<file path="src/rtl/core/assert_macros.svh">
// Assertion macros for the RTL files of the task poller, included by the top file.
`ifndef ASSERT_MACROS_SVH
`define ASSERT_MACROS_SVH

// Property must hold at every clock edge out of reset.
`define PTP_ASSERT(label, prop, msg) \
   label: assert property (@(posedge clock) disable iff (reset) (prop)) else $error(msg);

// Condition must never be seen at a clock edge out of reset.
`define PTP_NEVER(label, cond, msg) \
   label: assert property (@(posedge clock) disable iff (reset) !(cond)) else $error(msg);

`endif

</file>
<file path="src/rtl/core/ptp_pkg.sv">
// Types and constants of the periodic task poller.
`default_nettype none
package ptp_pkg;

   localparam int NUM_TASKS = 8;
   localparam int TIME_BITS = 32;
   localparam int SLOT_W    = 3;
   localparam int FIELD_W   = 32;
   localparam int STEP_W    = (NUM_TASKS > 1) ? $clog2(NUM_TASKS) : 1;
   localparam int REQ_W     = 72;
   localparam int RSP_W     = 8;

   typedef enum logic [1:0] {
      CMD_POLL   = 2'd0,
      CMD_ADD    = 2'd1,
      CMD_REMOVE = 2'd2,
      CMD_CLEAR  = 2'd3
   } cmd_type;

   typedef enum logic [1:0] {
      STAT_OK       = 2'd0,
      STAT_ACTIVE   = 2'd1,
      STAT_INACTIVE = 2'd2
   } status_type;

   typedef enum logic [1:0] {
      ST_IDLE,
      ST_POLL,
      ST_FLUSH
   } state_type;

   // payload of one task entry
   typedef struct packed {
      logic [SLOT_W-1:0]    slot;
      logic                 action_en;
      logic [TIME_BITS-1:0] period;
      logic [TIME_BITS-1:0] last_time;
   } task_type;

   typedef struct packed {
      logic     valid;
      task_type info;
   } entry_type;

   // command broadcast to every cell
   typedef struct packed {
      logic                 clear;
      logic                 rotate;
      logic                 add;
      logic                 remove;
      logic [SLOT_W-1:0]    slot;
      logic                 action_en;
      logic [TIME_BITS-1:0] period;
   } cell_ctl_type;

endpackage
`default_nettype wire

</file>
<file path="src/rtl/core/ptp_cell.sv">
// One list position of the task chain: holds one task and passes it to its neighbor.
`default_nettype none
module ptp_cell
   import ptp_pkg::*;
(
   input  wire logic         clock,
   input  wire logic         reset,
   input  wire cell_ctl_type ctl,
   input  wire logic         prev_valid,
   input  wire logic         hit_in,
   input  wire entry_type    next_entry,
   output entry_type         entry,
   output logic              hit_out
);

   logic     valid_ff, valid_in;
   task_type data_ff, data_in;
   logic     own_hit, load, take;

   // match chain: a cell at or above the removed task shifts down
   assign own_hit = valid_ff && (data_ff.slot == ctl.slot);
   assign hit_out = hit_in | own_hit;

   // append lands on the first empty cell
   assign load = ctl.add && !valid_ff && prev_valid;
   assign take = ctl.rotate || (ctl.remove && hit_out);

   always_comb begin
      valid_in = valid_ff;
      data_in  = data_ff;
      if (ctl.clear) begin
         valid_in = 1'b0;
      end else if (take) begin
         valid_in = next_entry.valid;
         data_in  = next_entry.info;
      end else if (load) begin
         valid_in          = 1'b1;
         data_in.slot      = ctl.slot;
         data_in.action_en = ctl.action_en;
         data_in.period    = ctl.period;
         data_in.last_time = '0;
      end
   end

   always_ff @(posedge clock) begin
      if (reset) begin
         valid_ff <= 1'b0;
      end else begin
         valid_ff <= valid_in;
      end
   end

   always_ff @(posedge clock) begin
      data_ff <= data_in;
   end

   assign entry.valid = valid_ff;
   assign entry.info  = data_ff;

endmodule
`default_nettype wire

</file>
<file path="src/rtl/core/ptp_ctrl.sv">
// Sequencer of the task poller: command decode, poll walk and result register.
`default_nettype none
module ptp_ctrl
   import ptp_pkg::*;
(
   input  wire logic               clock,
   input  wire logic               reset,
   input  wire logic               req_tvalid,
   output logic                    req_tready,
   input  wire logic [1:0]         req_cmd,
   input  wire logic [SLOT_W-1:0]  req_slot,
   input  wire logic [FIELD_W-1:0] req_period,
   input  wire logic               req_action_en,
   input  wire logic [FIELD_W-1:0] req_time,
   input  wire entry_type          head,
   input  wire logic               any_hit,
   input  wire logic               full,
   output cell_ctl_type            ctl,
   output entry_type               tail,
   output logic                    rsp_valid,
   input  wire logic               rsp_tready,
   output logic                    rsp_fired,
   output logic [SLOT_W-1:0]       rsp_task,
   output logic [1:0]              rsp_status,
   output logic                    rsp_last
);

   state_type            state_ff, state_in;
   logic [STEP_W-1:0]    step_ff, step_in;
   logic [TIME_BITS-1:0] now_ff, now_in;
   logic                 pend_valid_ff, pend_valid_in;
   logic [SLOT_W-1:0]    pend_task_ff, pend_task_in;
   logic                 rsp_valid_ff, rsp_valid_in;
   logic                 rsp_fired_ff, rsp_fired_in;
   logic [SLOT_W-1:0]    rsp_task_ff, rsp_task_in;
   status_type           rsp_status_ff, rsp_status_in;
   logic                 rsp_last_ff, rsp_last_in;

   cmd_type              cmd;
   logic                 out_free, accept, slot_ok, add_ok;
   status_type           add_status;
   logic [TIME_BITS-1:0] elapsed;
   logic                 fire, emit, advance, last_step;

   assign cmd      = cmd_type'(req_cmd);
   assign out_free = !rsp_valid_ff || rsp_tready;
   assign req_tready = (state_ff == ST_IDLE) && out_free;
   assign accept   = req_tvalid && req_tready;

   // add checks
   assign slot_ok = (32'(req_slot) < 32'(NUM_TASKS));
   assign add_ok  = slot_ok && !any_hit && !full;
   always_comb begin
      if (!slot_ok) begin
         add_status = STAT_INACTIVE;
      end else if (any_hit || full) begin
         add_status = STAT_ACTIVE;
      end else begin
         add_status = STAT_OK;
      end
   end

   // head cell check: wrapping elapsed time against the period
   assign elapsed   = now_ff - head.info.last_time;
   assign fire      = head.valid && (elapsed >= head.info.period);
   assign emit      = fire && head.info.action_en;
   assign advance   = !(emit && pend_valid_ff && !out_free);
   assign last_step = (step_ff == STEP_W'(NUM_TASKS - 1));

   // next state
   always_comb begin
      state_in = state_ff;
      unique case (state_ff)
         ST_IDLE: begin
            if (accept && (cmd == CMD_POLL)) begin
               state_in = ST_POLL;
            end
         end
         ST_POLL: begin
            if (advance && last_step) begin
               state_in = ST_FLUSH;
            end
         end
         ST_FLUSH: begin
            if (!pend_valid_ff || out_free) begin
               state_in = ST_IDLE;
            end
         end
         default: begin
            state_in = ST_IDLE;
         end
      endcase
   end

   // cell commands, poll walk and result loading
   always_comb begin
      ctl           = '0;
      ctl.slot      = req_slot;
      ctl.action_en = req_action_en;
      ctl.period    = TIME_BITS'(req_period);
      tail          = '0;
      step_in       = step_ff;
      now_in        = now_ff;
      pend_valid_in = pend_valid_ff;
      pend_task_in  = pend_task_ff;
      rsp_valid_in  = rsp_valid_ff && !rsp_tready;
      rsp_fired_in  = rsp_fired_ff;
      rsp_task_in   = rsp_task_ff;
      rsp_status_in = rsp_status_ff;
      rsp_last_in   = rsp_last_ff;
      unique case (state_ff)
         ST_IDLE: begin
            if (accept) begin
               rsp_fired_in  = 1'b0;
               rsp_task_in   = '0;
               rsp_last_in   = 1'b1;
               rsp_status_in = STAT_OK;
               unique case (cmd)
                  CMD_POLL: begin
                     now_in        = TIME_BITS'(req_time);
                     step_in       = '0;
                     pend_valid_in = 1'b0;
                  end
                  CMD_ADD: begin
                     ctl.add       = add_ok;
                     rsp_valid_in  = 1'b1;
                     rsp_status_in = add_status;
                  end
                  CMD_REMOVE: begin
                     ctl.remove    = any_hit;
                     rsp_valid_in  = 1'b1;
                     rsp_status_in = any_hit ? STAT_OK : STAT_INACTIVE;
                  end
                  CMD_CLEAR: begin
                     ctl.clear    = 1'b1;
                     rsp_valid_in = 1'b1;
                  end
                  default: begin
                     rsp_valid_in = 1'b0;
                  end
               endcase
            end
         end
         ST_POLL: begin
            if (advance) begin
               ctl.rotate = 1'b1;
               tail       = head;
               if (fire) begin
                  tail.info.last_time = now_ff;
               end
               step_in = step_ff + 1'b1;
               if (emit) begin
                  // earlier firing is now known not to be the last one
                  if (pend_valid_ff) begin
                     rsp_valid_in  = 1'b1;
                     rsp_fired_in  = 1'b1;
                     rsp_task_in   = pend_task_ff;
                     rsp_status_in = STAT_OK;
                     rsp_last_in   = 1'b0;
                  end
                  pend_valid_in = 1'b1;
                  pend_task_in  = head.info.slot;
               end
            end
         end
         ST_FLUSH: begin
            if (pend_valid_ff && out_free) begin
               rsp_valid_in  = 1'b1;
               rsp_fired_in  = 1'b1;
               rsp_task_in   = pend_task_ff;
               rsp_status_in = STAT_OK;
               rsp_last_in   = 1'b1;
               pend_valid_in = 1'b0;
            end
         end
         default: begin
            pend_valid_in = 1'b0;
         end
      endcase
   end

   always_ff @(posedge clock) begin
      if (reset) begin
         state_ff      <= ST_IDLE;
         pend_valid_ff <= 1'b0;
         rsp_valid_ff  <= 1'b0;
      end else begin
         state_ff      <= state_in;
         pend_valid_ff <= pend_valid_in;
         rsp_valid_ff  <= rsp_valid_in;
      end
   end

   always_ff @(posedge clock) begin
      step_ff       <= step_in;
      now_ff        <= now_in;
      pend_task_ff  <= pend_task_in;
      rsp_fired_ff  <= rsp_fired_in;
      rsp_task_ff   <= rsp_task_in;
      rsp_status_ff <= rsp_status_in;
      rsp_last_ff   <= rsp_last_in;
   end

   assign rsp_valid  = rsp_valid_ff;
   assign rsp_fired  = rsp_fired_ff;
   assign rsp_task   = rsp_task_ff;
   assign rsp_status = rsp_status_ff;
   assign rsp_last   = rsp_last_ff;

endmodule
`default_nettype wire

</file>
<file path="src/rtl/core/periodic_task_poller.sv">
// Add, remove, clear: one item accepted per cycle when idle and the output is free; result
// valid the next cycle. Poll: after the accept the chain rotates one cell per cycle past the
// head check through all NUM_TASKS cells, then the flush state; the input is held until idle
// again; output stalls stretch the walk.
// A poll that fires nothing gives no result; a fired task waits for the next one or the flush.
// Synchronous reset empties the task table and drops any result in flight.
`default_nettype none
`include "assert_macros.svh"
module periodic_task_poller
   import ptp_pkg::*;
(
   input  wire logic             clock,
   input  wire logic             reset,
   input  wire logic             req_tvalid,
   output logic                  req_tready,
   // [2:0] task_slot, [34:3] period_ticks, [35] action_enable, [67:36] current_time
   input  wire logic [REQ_W-1:0] req_tdata,
   // [1:0] cmd
   input  wire logic [1:0]       req_tuser,
   output logic                  rsp_tvalid,
   input  wire logic             rsp_tready,
   // [0] fired_valid, [3:1] fired_task, [5:4] status
   output logic [RSP_W-1:0]      rsp_tdata,
   // last_of_run
   output logic                  rsp_tlast
);

   cell_ctl_type         ctl;
   entry_type            tail;
   entry_type            entries [NUM_TASKS];
   logic [NUM_TASKS-1:0] hit;
   logic [NUM_TASKS-1:0] cell_valid;
   logic                 rsp_fired;
   logic [SLOT_W-1:0]    rsp_task;
   logic [1:0]           rsp_status;
   logic                 chain_gap;
   logic                 table_acc;

   ptp_ctrl u_ctrl (
      .clock         (clock),
      .reset         (reset),
      .req_tvalid    (req_tvalid),
      .req_tready    (req_tready),
      .req_cmd       (req_tuser),
      .req_slot      (req_tdata[2:0]),
      .req_period    (req_tdata[34:3]),
      .req_action_en (req_tdata[35]),
      .req_time      (req_tdata[67:36]),
      .head          (entries[0]),
      .any_hit       (hit[NUM_TASKS-1]),
      .full          (cell_valid[NUM_TASKS-1]),
      .ctl           (ctl),
      .tail          (tail),
      .rsp_valid     (rsp_tvalid),
      .rsp_tready    (rsp_tready),
      .rsp_fired     (rsp_fired),
      .rsp_task      (rsp_task),
      .rsp_status    (rsp_status),
      .rsp_last      (rsp_tlast)
   );

   // chain of cells in list order; the tail cell takes the updated head on a rotate
   for (genvar i = 0; i < NUM_TASKS; i++) begin : g_cell
      entry_type next_entry;
      logic      prev_valid;
      logic      hit_in;

      if (i == NUM_TASKS - 1) begin : g_tail
         assign next_entry = tail;
      end else begin : g_mid
         assign next_entry = entries[i+1];
      end

      if (i == 0) begin : g_first
         assign prev_valid = 1'b1;
         assign hit_in     = 1'b0;
      end else begin : g_rest
         assign prev_valid = cell_valid[i-1];
         assign hit_in     = hit[i-1];
      end

      ptp_cell u_cell (
         .clock      (clock),
         .reset      (reset),
         .ctl        (ctl),
         .prev_valid (prev_valid),
         .hit_in     (hit_in),
         .next_entry (next_entry),
         .entry      (entries[i]),
         .hit_out    (hit[i])
      );

      assign cell_valid[i] = entries[i].valid;
   end

   assign rsp_tdata = {2'b00, rsp_status, rsp_task, rsp_fired};

   // helpers for the checks below
   assign chain_gap = (((cell_valid + NUM_TASKS'(1)) & cell_valid) != '0);
   assign table_acc = req_tvalid && req_tready && (req_tuser != CMD_POLL);

   // while idle, occupied cells form one run from the head (a poll rotates them)
   `PTP_NEVER(a_valid_prefix, req_tready && chain_gap, "task chain has a gap")

   // every table command gets its status result in the next cycle
   `PTP_ASSERT(a_cmd_result, table_acc |=> rsp_tvalid, "table command result missing")

   // only fired tasks can be followed by more results of the same item
   `PTP_NEVER(a_status_last, rsp_tvalid && !rsp_fired && !rsp_tlast, "status not last")

   // fired results always carry an ok status
   `PTP_NEVER(a_fired_ok, rsp_tvalid && rsp_fired && (rsp_status != STAT_OK), "fired not ok")

endmodule
`default_nettype wire

</file>
<file path="config.mk">
export PLATFORM = sky130hd
export DESIGN_NAME = periodic_task_poller
export DESIGN_NICKNAME = d
export VERILOG_FILES = /design/src/rtl/core/ptp_pkg.sv /design/src/rtl/core/ptp_cell.sv /design/src/rtl/core/ptp_ctrl.sv /design/src/rtl/core/periodic_task_poller.sv
export VERILOG_INCLUDE_DIRS = /design/src /design/src/rtl/core
export SDC_FILE = /design/constraint.sdc
export NUM_CORES = 1
export LEC_CHECK = 0
export ABC_AREA = 1
export BUFFER_PORTS_ARGS = -buffer_cell sky130_fd_sc_hd__buf_2
export CORE_MARGIN = 5
export CORE_UTILIZATION = 34
export CTS_BUF_LIST = sky130_fd_sc_hd__clkbuf_8
export DETAILED_ROUTE_END_ITERATION = 7
export GPL_TIMING_DRIVEN = 0
export HOLD_SLACK_MARGIN = 0.1
export PLACE_DENSITY = 0.47
export SETUP_SLACK_MARGIN = 0.15
export SLEW_MARGIN = 20
export SYNTH_ARGS = -nofsm -noshare
export SYNTH_HDL_FRONTEND = slang
export SYNTH_SLANG_ARGS = --single-unit
</file>
<file path="constraint.sdc">
create_clock -name clock -period 5.8 [get_ports clock]
set_input_delay 0.58 -clock clock [delete_from_list [all_inputs] [get_ports clock]]
set_output_delay 0.58 -clock clock [all_outputs]
set_load 0.02 [all_outputs]
</file>
## After elaboration in Yosys (flattened, before gate mapping)

Cells that the tools add are included.

| word-level totals | value |
|---|---|
| bits in registers | 601 |
| bits of input ports | 78 |
| output and inout port bits | 11 |
| word-level logic and storage cells | 271 |

| operators by class | value |
|---|---|
| $add $sub $neg | 2 |
| order comparisons | 1 |
| eq/ne operators | 23 |
| muxes and demuxes | 91 |
| bitwise gates (word level) | 9 |
| reductions and logical operators | 95 |

Operators with widths:

| kind | count |
|---|---|
| $mux 68 | 16 |
| $mux 69 | 2 |
| $mux 1 | 44 |
| $logic_and 1x1->1 | 42 |
| $ge 32x32->1 | 1 |
| $mux 32 | 1 |
| $sub 32x32->32 | 1 |
| $eq 3x3->1 | 8 |
| $mux 3 | 8 |
| $mux 2 | 11 |
| $reduce_bool 2->1 | 9 |
| $reduce_and 2->1 | 8 |
| $logic_not 1->1 | 14 |
| $ne 2x1->1 const B | 6 |
| $pmux 1 s3 | 4 |
| $pmux 2 s3 | 2 |
| $logic_or 1x1->1 | 11 |
| $pmux 3 s3 | 1 |
| $reduce_and 3->1 | 3 |
| $or 1x1->1 | 7 |
| $eq 2x2->1 const B | 3 |
| $ne 2x2->1 const B | 3 |
| $pmux 3 s2 | 1 |
| $reduce_and 6->1 | 1 |
| 11 further kinds | 14 |

## Logic depth before layout (Yosys ltp)

| logic depth | value |
|---|---|
| depth in word-level cells | 18 |
| gate-level depth with buffers | 31 |
| mapped depth without buffers | 30 |

## Modules after synthesis

A second synthesis with hierarchy kept.

| unflattened totals | value |
|---|---|
| cell total of the unflattened synthesis | 3039 |
| area total of the unflattened synthesis | 29990.0 um^2 |

By module, submodules not included:

| module | instances | cells each | area each (um^2) | sequential area each (um^2) |
|---|---|---|---|---|
| ptp_cell | 8 | 285 | 3066.7 | 2062.0 |
| ptp_ctrl | 1 | 754 | 5426.5 | 1431.4 |
| periodic_task_poller | 1 | 5 | 30.0 | 0.0 |

## Worst setup path before layout

No wires, ideal clock.

| path | value |
|---|---|
| path type | register to register |
| start | register u_ctrl.now_ff[0] |
| end | register g_cell[3].u_cell.data_ff, in the netlist g_cell[3].u_cell.entry[0] (enable) |
| setup time | 0.422 ns |
| data arrival time | 4.871 ns |
| required time | 5.378 ns |
| path slack | 0.507 ns |
| stages on the path, launching flop included | 32 |
| path buffers | 1 |
| period minus slack after synthesis | 5.293 ns |
| path through | edfxtp_1 > inv_1 > ha_1 > inv_1 > fa_1 > nand3_1 > nand2_1 > nand3_1 > nand2_1 > nand3_1 > nand2_1 > a21oi_1 > o21ai_0 > nand4_1 > nand2_1 > nand2_1 > nand2_1 > ha_1 > nand2_1 > nor2_1 > nor2_1 > nand3_1 > nor2_1 > nand2_1 > nand4_1 > nand2_1 > buf_4 > nand2_2 > inv_2 > nand2_1 > nand2_1 > inv_1 |

| between the ends | value |
|---|---|
| cells in the longest elaborated chain, start to end | 11 |

Ends and longest elaborated chain:

| what | line | source |
|---|---|---|
| start, declared | ptp_ctrl.sv:30 | `logic [TIME_BITS-1:0] now_ff, now_in;` |
| start signal, assigned | ptp_ctrl.sv:196 | `now_ff <= now_in;` |
| $sub 32x32->32 | ptp_ctrl.sv:64 | `assign elapsed = now_ff - head.info.last_time;` |
| $ge 32x32->1 | ptp_ctrl.sv:65 | `assign fire = head.valid && (elapsed >= head.info.period);` |
| $logic_and 1x1->1 | ptp_ctrl.sv:65 |  |
| $logic_and 1x1->1 | ptp_ctrl.sv:66 | `assign emit = fire && head.info.action_en;` |
| $logic_and 1x1->1 (2 in a row) | ptp_ctrl.sv:67 | `assign advance = !(emit && pend_valid_ff && !out_free);` |
| $mux 1 | ptp_ctrl.sv:145 | `if (advance) begin` |
| $mux 1 | ptp_ctrl.sv:111 | `unique case (state_ff)` |
| $logic_or 1x1->1 | ptp_cell.sv:26 | `assign take = ctl.rotate \|\| (ctl.remove && hit_out);` |
| $reduce_bool 2->1 (no source line) | n/a |  |
| $reduce_and 2->1 (no source line) | n/a |  |
| end signal, assigned | ptp_cell.sv:54 | `data_ff <= data_in;` |
| end, declared | ptp_cell.sv:17 | `task_type data_ff, data_in;` |

Every way passes these cells.
A chain may end at the register's enable or synchronous reset.

## Worst setup path after layout

| path | value |
|---|---|
| start | register u_ctrl.now_ff[2] |
| end | register g_cell[3].u_cell.data_ff, in the netlist g_cell[3].u_cell.entry[41] (enable) |

Same word-level chain as after synthesis.

==> metrics.yaml <==
synthArstFlopShare: 0
finish.net_count: 2908
vias_per_cell: 4.72
finalSetupViolCount: 0
area_delta_synth_final_pct: 17.7
cts_root_buffer: "clkbuf_8"
relSlewSlack: 0.394
die_w_um: 293
antenna_found_initial: 1
dp.cells: 3652
cts.clk_slew.worst_paths_ns: 0.06
num_io_pins: 89
grt_pass1_vias: 18966
clock_latency_ns: 0.71
tns_ns: 0
final_cells: 3896
drive_gt1_frac: 0.155
place_hpwl_mm: 49.8
max_freq_mhz: 186
hold_viol_final: 0
rsz0062_at_grt: "yes"
grt_use_total: 0.163
ctsHtreeMaxLevel: 3
fillCellCount: 7767
yosysMostFrequentCell: "edfxtp_1"
syn_area_per_cell_um2: 10.8
cp-end-kind: "register"
final_cell_area_mm2: 0.0320
grt_overflow: 0
timing.final.crit_period_ns: 5.37
cts_buffer_depth: 3
numCtsBuffers: 106
final_util: 0.405
coreArea_mm2: 0.0791
maxCapViolations: 0
cp.required_ns: 6.24
grt_first_pass_wirelength_mm: 109
cts_tree: "done"
synth_area_mm2: 0.0272
initial_core_util: 0.344
port_buffers: 79
fin_ws_ns: 0.433
synth_flop_cell: "edfxtp_1"
synth_enable_flop_cells: 589
ir_worst_vdd_v: 0.000249
grt_max_degree: 43
synthCells: 2513
power_leakage_nw: 12.9
netlist_top_cells_area: "edfxtp_1 (65%), nand2_1 (6.2%), inv_1 (5.6%), nor2_1 (4.1%), ha_1 (3.4%)"
drt.antenna.violating_nets: 0
dr_total_vias: 18378
worstMarginPinSlew_ns: 0.902
die-area_mm2: 0.0858
clock-sinks: 601
status: "finished, final reports clean"
cp.arrival_ns: 5.81
synthDistinctLibCells: 42
first_pass_iters: 5
period_share: 0.925
totalWireLength_mm: 71.8
cp_max_fo: 33
hp-class: "in -> reg"
powerDensity_mw_per_mm2: 525
die_h_um: 293
remaining_drc_errors: 0
drt_iter0_markers: 1187
slowest_stage: "edfxtp_1"
ys_ff_latch: 601
synth_commonest_cells: "edfxtp_1 (589), nand2_1 (446), inv_1 (408)"
reg2reg_slack_ns: 0.43
yosysTopAreaCellShare: 0.650
synth-seq-area-share: 0.659
slowest_delay_ns: 0.44
placed_area_mm2: 0.0292
hold_ws_ns: 0.336
finalMaxSlewViolations: 0
cpMostUsedCell: "nand2_1"
row_count: 103
place_ws_ns: -0.613
critPathLaunchType: "register"
synth_warnings: 0
finalClockSkew_ns: 0.0291
gp_congestion: 0.872
finalPower_mw: 16.8
yosys.area.top_type: "edfxtp_1"
path_class: "reg -> reg"
wire_per_inst_um: 18.4
==> final cells by class <==
cell class	count	area (µm²)	area share
diodes	1	2.50	0.0000782
plain buffers	100	616	0.0192
clock buffers	110	1510	0.0473
clock inverters	87	551	0.0172
inverters	417	1760	0.0550
multi-input cells	1396	7220	0.225
flip-flops and latches	601	17900	0.560
well taps	1050	1310	0.0410
repair buffers	134	1120	0.0349
==> where the power goes <==
part           switching [mW]  total, mW  internal [mW]
sequential              0.568       7.50           6.93
combinational            3.70       5.45           1.74
clock                    1.80       3.87           2.07
total                    6.07       16.8           10.8
==> worst max-delay path: cells and delay by family, from the launching register on <==
kind / cells / cell delay [ns]
adder cells (fa/ha/maj): 2 / 0.67
buffers and inverters: 4 / 0.91
AND/OR/NAND/NOR: 19 / 2.44
AO/OA/AOI/OAI: 3 / 0.61
flip-flops: 1 / 0.44
==> logic make-up (layout without fill, tap and decap cells) <==
| family | after synthesis | after routing | synth area share |
|---|---|---|---|
| flip-flops | 601 | 601 | 0.659 |
| buffers and inverters | 517 | 848 | 0.0797 |
| adder cells (fa/ha/maj) | 74 | 74 | 0.0343 |
| other | 1 | 3 | 0.000138 |
| AO/OA/AOI/OAI | 431 | 431 | 0.0876 |
| AND/OR/NAND/NOR | 851 | 851 | 0.127 |
| XOR/XNOR | 38 | 38 | 0.0122 |
==> state kept, by name, summed over array words and instances (netlist names) <==
register,flops
u_ctrl.step_ff,3
u_ctrl.pend_valid_ff,1
u_ctrl.now_ff,32
u_ctrl.rsp_last,1
g_cell.u_cell.valid_ff,8
u_ctrl.pend_task_ff,3
u_ctrl.state_ff,2
u_ctrl.rsp_fired,1
u_ctrl.rsp_status,2
g_cell.u_cell.entry,544
u_ctrl.rsp_valid,1
u_ctrl.rsp_task,3
==> cells in the final DEF, fill, tap and decap left out, types with 3 or more instances in the layout <==
master           n
xor2_1          22
nand3_2          5
xnor2_1         16
clkbuf_1        13
nor2_2           5
nor2_1         295
dlygate4sd3_1   33
nand2_8          3
buf_6           10
buf_2          132
buf_12           3
o21bai_1         3
o22ai_1         37
clkbuf_8       110
nand2_2         41
inv_1          421
nand2_1        442
bufinv_16       12
inv_8            3
edfxtp_1       589
inv_2            3
dfxtp_1         12
a21oi_1         93
nand4_1         12
o21ai_0        142
clkinvlp_4       6
o21ai_2         37
o21ai_1        102
buf_16           7
ha_1            73
clkinv_1        39
nand3_1         27
buf_4           32
clkinv_2        14
o21a_1           3
nor3_1          13
==> routing by layer <==
layer  global-route usage  vias to the layer above  wire (µm)
met2                0.251                      388      31500
li1                     -                     8867          -
met3               0.0271                      101       3410
met1                0.238                     9022      35100
met5                    0                        -          0
met4               0.0524                        0       1840
==> worst paths after layout <==
kind	startpoint	endpoint	cells past startpoint
max	u_ctrl.now_ff[2]	g_cell[3].u_cell.entry[41]	28
min	req_tdata[21]	g_cell[7].u_cell.entry[50]	3
max reg2reg	u_ctrl.now_ff[2]	g_cell[3].u_cell.entry[41]	28
min reg2reg	u_ctrl.state_ff[1]	u_ctrl.state_ff[1]	2
==> timing repair <==
action / CTS / global route
buffers inserted: 1 / 9
gates resized for setup: 26 / 47
hold endpoints to repair: 33 / 0
cloned: 1 / 2
pin swaps: 1 / 2
setup endpoints to repair: 499 / 543
hold buffers: 33 / 0
No activity file was read; power rests on OpenSTA's default activity.
